<file path="src/sv/compacting_slot_store_defines.svh">
// ----------------------------------------------------------------------------
// Compacting slot store assertion macros
// Concurrent assertion helpers used by the slot store RTL.
// ----------------------------------------------------------------------------
`ifndef COMPACTING_SLOT_STORE_DEFINES_SVH
`define COMPACTING_SLOT_STORE_DEFINES_SVH

`ifndef SYNTHESIS
`define CSS_ASSERT_IMP(lbl, clk, rst_n, ante, cons) \
	lbl: assert property (@(posedge clk) disable iff (!rst_n) (ante) |-> (cons)) \
		else $error("slot store assertion failed");
`define CSS_ASSERT_NXT(lbl, clk, rst_n, ante, cons) \
	lbl: assert property (@(posedge clk) disable iff (!rst_n) (ante) |=> (cons)) \
		else $error("slot store assertion failed");
`else
`define CSS_ASSERT_IMP(lbl, clk, rst_n, ante, cons)
`define CSS_ASSERT_NXT(lbl, clk, rst_n, ante, cons)
`endif

`endif

</file>
<file path="src/sv/css_pkg.sv">
// ----------------------------------------------------------------------------
// Compacting slot store package
// Field widths, command and status codes and parameter defaults.
// ----------------------------------------------------------------------------
`timescale 1ns / 1ps

package css_pkg;

	localparam int CMD_W       = 3;
	localparam int SLOT_IDX_W  = 5;
	localparam int DATA_W      = 64;
	localparam int STATUS_W    = 2;
	localparam int ENTRY_CNT_W = 6;

	localparam int SLOT_COUNT_DEF = 32;
	localparam int ENTRY_BITS_DEF = 64;

	typedef enum logic [CMD_W-1:0] {
		CMD_ADD    = 3'd0,
		CMD_GET    = 3'd1,
		CMD_REMOVE = 3'd2,
		CMD_UPDATE = 3'd3,
		CMD_CLEAR  = 3'd4
	} cmd_t;

	typedef enum logic [STATUS_W-1:0] {
		STS_OK      = 2'd0,
		STS_FULL    = 2'd1,
		STS_INVALID = 2'd2
	} status_t;

endpackage

</file>
<file path="src/sv/css_if.sv">
// ----------------------------------------------------------------------------
// Compacting slot store channels
// Command and response channels with a valid and ready handshake.
// ----------------------------------------------------------------------------
`timescale 1ns / 1ps

interface css_cmd_if import css_pkg::*; ();
	logic                  valid;
	logic                  ready;
	logic [CMD_W-1:0]      cmd;
	logic [SLOT_IDX_W-1:0] slot_index;
	logic [DATA_W-1:0]     entry_data;

	modport source (output valid, cmd, slot_index, entry_data, input ready);
	modport sink (input valid, cmd, slot_index, entry_data, output ready);
endinterface

interface css_rsp_if import css_pkg::*; ();
	logic                   valid;
	logic                   ready;
	logic [STATUS_W-1:0]    status;
	logic [DATA_W-1:0]      read_data;
	logic [ENTRY_CNT_W-1:0] entry_count;
	logic                   is_full;

	modport source (output valid, status, read_data, entry_count, is_full, input ready);
	modport sink (input valid, status, read_data, entry_count, is_full, output ready);
endinterface

</file>
<file path="src/sv/compacting_slot_store.sv">
// ----------------------------------------------------------------------------
// Compacting slot store
// Ordered store of entry words with append, read, overwrite, remove and clear.
// ----------------------------------------------------------------------------
// Commands arrive on cmd_ch and each transaction yields exactly one response
// transaction on rsp_ch, carrying status, read data, entry count and full flag.
// The entries sit in a single-port-write, single-port-read memory; occupied
// slots always form the range from zero to the count, so entries past the
// count are never read and reset only needs to clear the count.
// Add, update, clear and rejected commands go from acceptance straight to the
// done state, a get passes through the read state for the registered memory
// read, and a remove passes through the shift state, where the entries after
// the removed slot move down one a cycle through the memory's one read and
// one write port.
// The block accepts one command at a time. A command may be accepted while
// the previous response still waits; it completes and then holds in its
// final state until the response register is free. Reset empties the store.
// ----------------------------------------------------------------------------
`timescale 1ns / 1ps

`include "compacting_slot_store_defines.svh"

module compacting_slot_store import css_pkg::*; #(
	parameter int SLOT_COUNT = SLOT_COUNT_DEF,
	parameter int ENTRY_BITS = ENTRY_BITS_DEF
) (
	input  logic      clk,
	input  logic      arst_n,
	css_cmd_if.sink   cmd_ch,
	css_rsp_if.source rsp_ch
);

	localparam int CNT_W = $clog2(SLOT_COUNT + 1);
	localparam int AW    = (SLOT_COUNT > 1) ? $clog2(SLOT_COUNT) : 1;
	localparam int CMP_W = (CNT_W > SLOT_IDX_W) ? CNT_W : SLOT_IDX_W;

	typedef enum logic [3:0] {
		ST_IDLE  = 4'b0001,
		ST_READ  = 4'b0010,
		ST_SHIFT = 4'b0100,
		ST_DONE  = 4'b1000
	} state_t;

	state_t                 st_q;
	logic [CNT_W-1:0]       cnt_q;
	logic [CNT_W-1:0]       src_q;
	logic                   pend_s1;
	logic [AW-1:0]          waddr_s1;
	status_t                res_status_q;
	logic [ENTRY_BITS-1:0]  res_data_q;
	logic                   out_valid_q;
	status_t                out_status_q;
	logic [ENTRY_BITS-1:0]  out_data_q;
	logic [ENTRY_CNT_W-1:0] out_count_q;
	logic                   out_full_q;

	logic [ENTRY_BITS-1:0]  mem_q [SLOT_COUNT];
	logic [ENTRY_BITS-1:0]  rdata_q;

	logic                   mem_we;
	logic [AW-1:0]          mem_waddr;
	logic [AW-1:0]          mem_raddr;
	logic [ENTRY_BITS-1:0]  mem_wdata;

	logic                   in_acc;
	logic                   full;
	logic                   slot_ok;
	logic                   issue;
	logic                   out_free;
	logic [CMP_W-1:0]       slot_ext;
	logic [AW-1:0]          slot_addr;
	logic [ENTRY_BITS-1:0]  in_data;
	cmd_t                   cmd;

	assign cmd_ch.ready = (st_q == ST_IDLE);
	assign in_acc       = cmd_ch.valid && cmd_ch.ready;
	assign cmd          = cmd_t'(cmd_ch.cmd);
	assign slot_ext     = CMP_W'(cmd_ch.slot_index);
	assign slot_addr    = slot_ext[AW-1:0];
	assign slot_ok      = slot_ext < CMP_W'(cnt_q);
	assign full         = (cnt_q == CNT_W'(SLOT_COUNT));
	assign in_data      = ENTRY_BITS'(cmd_ch.entry_data);
	assign out_free     = !out_valid_q || rsp_ch.ready;

	always_comb begin
		mem_we    = 1'b0;
		mem_waddr = cnt_q[AW-1:0];
		mem_wdata = in_data;
		mem_raddr = slot_addr;
		issue     = 1'b0;
		case (st_q)
			ST_IDLE: begin
				if (cmd_ch.valid) begin
					case (cmd)
						CMD_ADD: begin
							mem_we = !full;
						end
						CMD_UPDATE: begin
							mem_we    = slot_ok;
							mem_waddr = slot_addr;
						end
						default: begin
						end
					endcase
				end
			end
			ST_SHIFT: begin
				issue     = src_q < cnt_q;
				mem_raddr = src_q[AW-1:0];
				mem_we    = pend_s1;
				mem_waddr = waddr_s1;
				mem_wdata = rdata_q;
			end
			default: begin
			end
		endcase
	end

	always_ff @(posedge clk) begin
		if (mem_we) begin
			mem_q[mem_waddr] <= mem_wdata;
		end
		rdata_q <= mem_q[mem_raddr];
	end

	always_ff @(posedge clk or negedge arst_n) begin
		if (!arst_n) begin
			st_q        <= ST_IDLE;
			cnt_q       <= '0;
			src_q       <= '0;
			pend_s1     <= 1'b0;
			out_valid_q <= 1'b0;
		end else begin
			pend_s1 <= issue;
			if (out_valid_q && rsp_ch.ready && st_q != ST_DONE) begin
				out_valid_q <= 1'b0;
			end
			case (st_q)
				ST_IDLE: begin
					if (in_acc) begin
						st_q <= ST_DONE;
						case (cmd)
							CMD_ADD: begin
								if (!full) begin
									cnt_q <= cnt_q + CNT_W'(1);
								end
							end
							CMD_GET: begin
								if (slot_ok) begin
									st_q <= ST_READ;
								end
							end
							CMD_REMOVE: begin
								if (slot_ok) begin
									src_q <= CNT_W'(slot_ext + CMP_W'(1));
									st_q  <= ST_SHIFT;
								end
							end
							CMD_CLEAR: begin
								cnt_q <= '0;
							end
							default: begin
							end
						endcase
					end
				end
				ST_READ: begin
					st_q <= ST_DONE;
				end
				ST_SHIFT: begin
					if (issue) begin
						src_q <= src_q + CNT_W'(1);
					end else begin
						cnt_q <= cnt_q - CNT_W'(1);
						st_q  <= ST_DONE;
					end
				end
				ST_DONE: begin
					if (out_free) begin
						out_valid_q <= 1'b1;
						st_q        <= ST_IDLE;
					end
				end
				default: begin
					st_q <= ST_IDLE;
				end
			endcase
		end
	end

	always_ff @(posedge clk) begin
		if (issue) begin
			waddr_s1 <= AW'(src_q - CNT_W'(1));
		end
		if (in_acc) begin
			res_data_q <= '0;
			case (cmd)
				CMD_ADD: begin
					res_status_q <= full ? STS_FULL : STS_OK;
				end
				CMD_GET, CMD_REMOVE, CMD_UPDATE: begin
					res_status_q <= slot_ok ? STS_OK : STS_INVALID;
				end
				default: begin
					res_status_q <= STS_OK;
				end
			endcase
		end
		if (st_q == ST_READ) begin
			res_data_q <= rdata_q;
		end
		if (st_q == ST_DONE && out_free) begin
			out_status_q <= res_status_q;
			out_data_q   <= res_data_q;
			out_count_q  <= ENTRY_CNT_W'(cnt_q);
			out_full_q   <= full;
		end
	end

	assign rsp_ch.valid       = out_valid_q;
	assign rsp_ch.status      = out_status_q;
	assign rsp_ch.read_data   = DATA_W'(out_data_q);
	assign rsp_ch.entry_count = out_count_q;
	assign rsp_ch.is_full     = out_full_q;

	`CSS_ASSERT_IMP(a_cnt_bound, clk, arst_n, 1'b1, cnt_q <= CNT_W'(SLOT_COUNT))
	`CSS_ASSERT_IMP(a_shift_src, clk, arst_n, st_q == ST_SHIFT, src_q <= cnt_q && src_q != '0)
	`CSS_ASSERT_IMP(a_shift_wr, clk, arst_n, st_q == ST_SHIFT && pend_s1, CNT_W'(waddr_s1) < cnt_q)
	`CSS_ASSERT_NXT(a_clear_cnt, clk, arst_n, in_acc && cmd == CMD_CLEAR, cnt_q == '0)
	`CSS_ASSERT_NXT(a_done_out, clk, arst_n, st_q == ST_DONE && out_free, out_valid_q && st_q == ST_IDLE)

endmodule
</file>
<file path="src/flat_wrapper.sv">
// flat-port wrapper written by rule: the top's interface ports become plain ports
module compacting_slot_store_flat import css_pkg::*;
#(
	parameter int SLOT_COUNT = SLOT_COUNT_DEF,
	parameter int ENTRY_BITS = ENTRY_BITS_DEF
)
  (clk, arst_n, cmd_ch_valid, cmd_ch_cmd, cmd_ch_slot_index, cmd_ch_entry_data, cmd_ch_ready, rsp_ch_valid, rsp_ch_status, rsp_ch_read_data, rsp_ch_entry_count, rsp_ch_is_full, rsp_ch_ready);
  css_cmd_if cmd_ch_i ();
  css_rsp_if rsp_ch_i ();
  input  logic clk;
  input  logic arst_n;
  input wire logic [$bits(cmd_ch_i.valid)-1:0] cmd_ch_valid;
  input wire logic [$bits(cmd_ch_i.cmd)-1:0] cmd_ch_cmd;
  input wire logic [$bits(cmd_ch_i.slot_index)-1:0] cmd_ch_slot_index;
  input wire logic [$bits(cmd_ch_i.entry_data)-1:0] cmd_ch_entry_data;
  output wire logic [$bits(cmd_ch_i.ready)-1:0] cmd_ch_ready;
  output wire logic [$bits(rsp_ch_i.valid)-1:0] rsp_ch_valid;
  output wire logic [$bits(rsp_ch_i.status)-1:0] rsp_ch_status;
  output wire logic [$bits(rsp_ch_i.read_data)-1:0] rsp_ch_read_data;
  output wire logic [$bits(rsp_ch_i.entry_count)-1:0] rsp_ch_entry_count;
  output wire logic [$bits(rsp_ch_i.is_full)-1:0] rsp_ch_is_full;
  input wire logic [$bits(rsp_ch_i.ready)-1:0] rsp_ch_ready;
  assign cmd_ch_i.valid = cmd_ch_valid;
  assign cmd_ch_i.cmd = cmd_ch_cmd;
  assign cmd_ch_i.slot_index = cmd_ch_slot_index;
  assign cmd_ch_i.entry_data = cmd_ch_entry_data;
  assign cmd_ch_ready = cmd_ch_i.ready;
  assign rsp_ch_valid = rsp_ch_i.valid;
  assign rsp_ch_status = rsp_ch_i.status;
  assign rsp_ch_read_data = rsp_ch_i.read_data;
  assign rsp_ch_entry_count = rsp_ch_i.entry_count;
  assign rsp_ch_is_full = rsp_ch_i.is_full;
  assign rsp_ch_i.ready = rsp_ch_ready;
  compacting_slot_store #(.SLOT_COUNT(SLOT_COUNT), .ENTRY_BITS(ENTRY_BITS)) u_core (.clk(clk), .arst_n(arst_n), .cmd_ch(cmd_ch_i), .rsp_ch(rsp_ch_i));
endmodule
</file>
<file path="config.mk">
export PLATFORM = sky130hd
export DESIGN_NAME = compacting_slot_store_flat
export DESIGN_NICKNAME = d
export VERILOG_FILES = /design/src/sv/css_pkg.sv /design/src/sv/css_if.sv /design/src/sv/compacting_slot_store.sv /design/src/flat_wrapper.sv
export VERILOG_INCLUDE_DIRS = /design/src /design/src/sv
export SDC_FILE = /design/constraint.sdc
export NUM_CORES = 2
export LEC_CHECK = 0
export BUFFER_PORTS_ARGS = -buffer_cell sky130_fd_sc_hd__buf_2
export CELL_PAD_IN_SITES_DETAIL_PLACEMENT = 1
export CELL_PAD_IN_SITES_GLOBAL_PLACEMENT = 2
export CORE_UTILIZATION = 48
export DETAILED_ROUTE_END_ITERATION = 8
export GPL_TIMING_DRIVEN = 0
export HOLD_SLACK_MARGIN = 0.02
export PLACE_DENSITY = 0.85
export SKIP_CTS_REPAIR_TIMING = 1
export SYNTH_ARGS = -nofsm -noshare
export SYNTH_HDL_FRONTEND = slang
export SYNTH_SLANG_ARGS = --single-unit
</file>
<file path="constraint.sdc">
create_clock -name clk -period 6.55 [get_ports clk]
set_clock_uncertainty 0.1 [all_clocks]
set_input_delay 0.3275 -clock clk [delete_from_list [all_inputs] [get_ports clk]]
set_output_delay 0.3275 -clock clk [all_outputs]
set_load 0.01 [all_outputs]
</file>
==> metrics.cfg <==
[critical_path]
criticalPathCategory=reg -> reg
worstSetupEndpointType=flip-flop
crit_path_max_fanout=32
cp.required_ns=6.95
r2r_cells=8
start_kind=flip-flop
arrival_ns=6.55

[yosys]
yosysTopAreaCell=edfxtp_1
syn_avg_cell_area_sq_um=16.80
synthArstFlopShare_pct=0.7916
ys_top_cells_by_area=edfxtp_1 (76%), mux4_2 (4.2%), mux2i_1 (4.0%), nand2_1 (3.9%), dfxtp_1 (1.5%)
ys_types=62
synth_ff_type=edfxtp_1
yosysTopAreaCellShare_pct=75.96
syn-num-nets=5248
synth_edf_count=2192
syn_inst=5158
ys_seq_elements=2274
ys_warn_count=0
syn-cell-area_sq_um=86650
ys_top_cells_by_count=edfxtp_1 (2192), nand2_1 (910), mux2i_1 (350)
yosysMostFrequentCell=edfxtp_1
yosysSeqAreaShare_pct=77.96

[pwr]
power_density_nw_per_um2=317.3
ir_drop_uv=364.9
power_leakage_nw=33.52

[sta]
rsz0062_at_grt=false
setup_viol_count_final=0
worstMarginPinSlew_ns=1.551
period_needed_ns=6.142
fmax_mhz=162.8
hold_violations=0
max_slew_margin_pct=-3.414
min_period_over_period_pct=93.77
slew_viol_final=33

[clock_tree]
path_clk_slew_ns=0.06
numCtsBuffers=218
cts.sinks=2274
h-tree-depth=4
cts_buffer_depth=3
clockRootBuffer=clkbuf_16
insertion_delay_ns=0.90
cts_tree=yes

[grt]
grt_max_degree=36
antenna_found_initial=16
grt_pass1_wl_mm=412.9
grt_usage_pct=32.68
grt_overflow=0
grt_pass1_vias=55063

[detailed_routing]
drt-wirelength-per-cell_microns=36.59
ant_nets=0
drt-initial-drc-count=8503
drt-vias-per-instance=6.514
wirelength_mm=300.0
vias=53412
drc=0
firstDrtPassIters=6

[place]
dp_hpwl_mm=196.1
port_buffers=148
dp_cells=7769
gp_routability_congestion=0.8629
detailed_place.area_sq_um=92820

[final_layout]
area_growth_pct=15.46
stdcell_count=8200
drive_above_1_share_pct=15.13
design_area_sq_um=100000
nets=5734

[outcome]
outcome=finished with violations
violations=max-capacitance violations, max-slew violations

[floorplan]
rows=155
die_w_microns=426.9
io_pins=151
initial_core_util_pct=48.46
die_y_microns=426.9
core_sq_um=178800
fp.dieArea_sq_um=182200

[hold_path]
hp-class=in -> reg
min_path_cells=6

[flow_run]
maxCapViolCount=4

-- worst max-delay path, cell delays in order (launching register included) --
cell	delay [ns]
dfrtp_1	0.43
nor4b_1	0.57
buf_2	0.38
buf_2	0.32
clkbuf_1	0.48
clkbuf_1	1.12
clkbuf_1	1.12
nand2_1	0.21
nand2_1	0.96
-- power breakdown --
group	switching [mW]	internal, mW
registers	0.167	16.4
logic	1.79	0.672
clock network	5.67	7.05
total	7.63	24.1
-- stage by stage --
step / setup TNS [ns] / hold WS [ns] / setup slack [ns] / total power [mW] / util (%)
after floorplan: 0 / -0.06809 / 0.9137 / 18.06 / -
final: 0 / 0.1949 / 0.4082 / 31.74 / 55.95
after global routing: 0 / 0.1778 / 0.2792 / 32.34 / 55.95
after global placement: -6631.81 / 0.2069 / -3.720 / 19.07 / 50.52
after CTS: 0 / -0.7238 / 0.6127 / 31.70 / 55.88
after detailed placement: 0 / 0.2054 / 0.6148 / 19.25 / 51.91
-- state kept, by name, indices dropped and copies added, names as in the netlist --
signal                     count
u_core.res_status_q            2
u_core.rsp_ch.status           2
u_core.rdata_q                64
u_core.rsp_ch.entry_count      6
u_core.rsp_ch.is_full          1
u_core.mem_q                2048
u_core.rsp_ch.valid            1
u_core.pend_s1                 1
u_core.src_q                   6
u_core.st_q                    4
u_core.rsp_ch.read_data       64
u_core.res_data_q             64
u_core.cnt_q                   6
u_core.waddr_s1                5
-- cells by family (layout without fill, tap and decap cells) --
| family | count (synthesis) | after routing | synth area share, % |
|---|---|---|---|
| fa+ha+maj | 14 | 14 | 0.2022 |
| buf+inv | 320 | 993 | 1.596 |
| mux | 518 | 518 | 8.319 |
| simple gates | 1293 | 1293 | 6.296 |
| other cells | 0 | 14 | 0 |
| compound gates | 731 | 731 | 5.543 |
| xor+xnor | 8 | 8 | 0.08086 |
| flops | 2274 | 2274 | 77.96 |
-- placed cells by master, fill, tap and decap left out, types with 32 or more instances in the layout --
| master | instances |
|---|---|
| edfxtp_1 | 2192 |
| nand2_1 | 910 |
| mux2i_1 | 348 |
| buf_2 | 231 |
| clkbuf_1 | 220 |
| clkbuf_16 | 218 |
| a21oi_1 | 205 |
| nand3_1 | 167 |
| mux4_2 | 160 |
| o22ai_1 | 122 |
| o21ai_0 | 96 |
| buf_12 | 91 |
| and2_1 | 68 |
| a221o_1 | 67 |
| dfxtp_1 | 64 |
| a221oi_1 | 53 |
| clkinv_1 | 49 |
| nor4_1 | 41 |
| o311ai_1 | 40 |
| o21ai_1 | 40 |
| nor2_1 | 32 |
| nor2_4 | 32 |
-- layer usage --
layer / track usage (%) / vias up / share of wire (%)
met3: 7.495 / 829 / 11
li1: - / 21143 / -
met2: 50.95 / 3792 / 46
met5: 0 / - / 0.030
met4: 19.83 / 14 / 6.6
met1: 41.86 / 27634 / 36
-- cell type report --
class	instances	area, sq um
clock buffer	282	5786
fill	16238	78760
sequential	2274	67560
inverter	17	63.81
multi-input combinational	2564	17980
tap	2355	2947
timing repair buffer	266	3045
clock inverter	125	1301
antenna	14	35.03
buffer	303	1329
-- worst paths after layout --
check | start | end | slack (ns)
max reg2reg | u_core.st_q[3]$_DFFE_PN0P_ | u_core.mem_q[12][49]$_DFFE_PP_ | 0.41
max in group asynchronous | arst_n | u_core.src_q[1]$_DFFE_PN0P_ | 4.54
min in group asynchronous | arst_n | u_core.st_q[0]$_DFFE_PN1P_ | 0.42
max | u_core.st_q[3]$_DFFE_PN0P_ | u_core.mem_q[12][49]$_DFFE_PP_ | 0.41
min | cmd_ch_slot_index[4] | u_core.st_q[1]$_DFFE_PN0P_ | 0.19
min reg2reg | u_core.res_data_q[48]$_SDFFCE_PN0P_ | u_core.rsp_ch.read_data[48]$_DFFE_PP_ | 0.29
(Power assumes the default switching activity.)
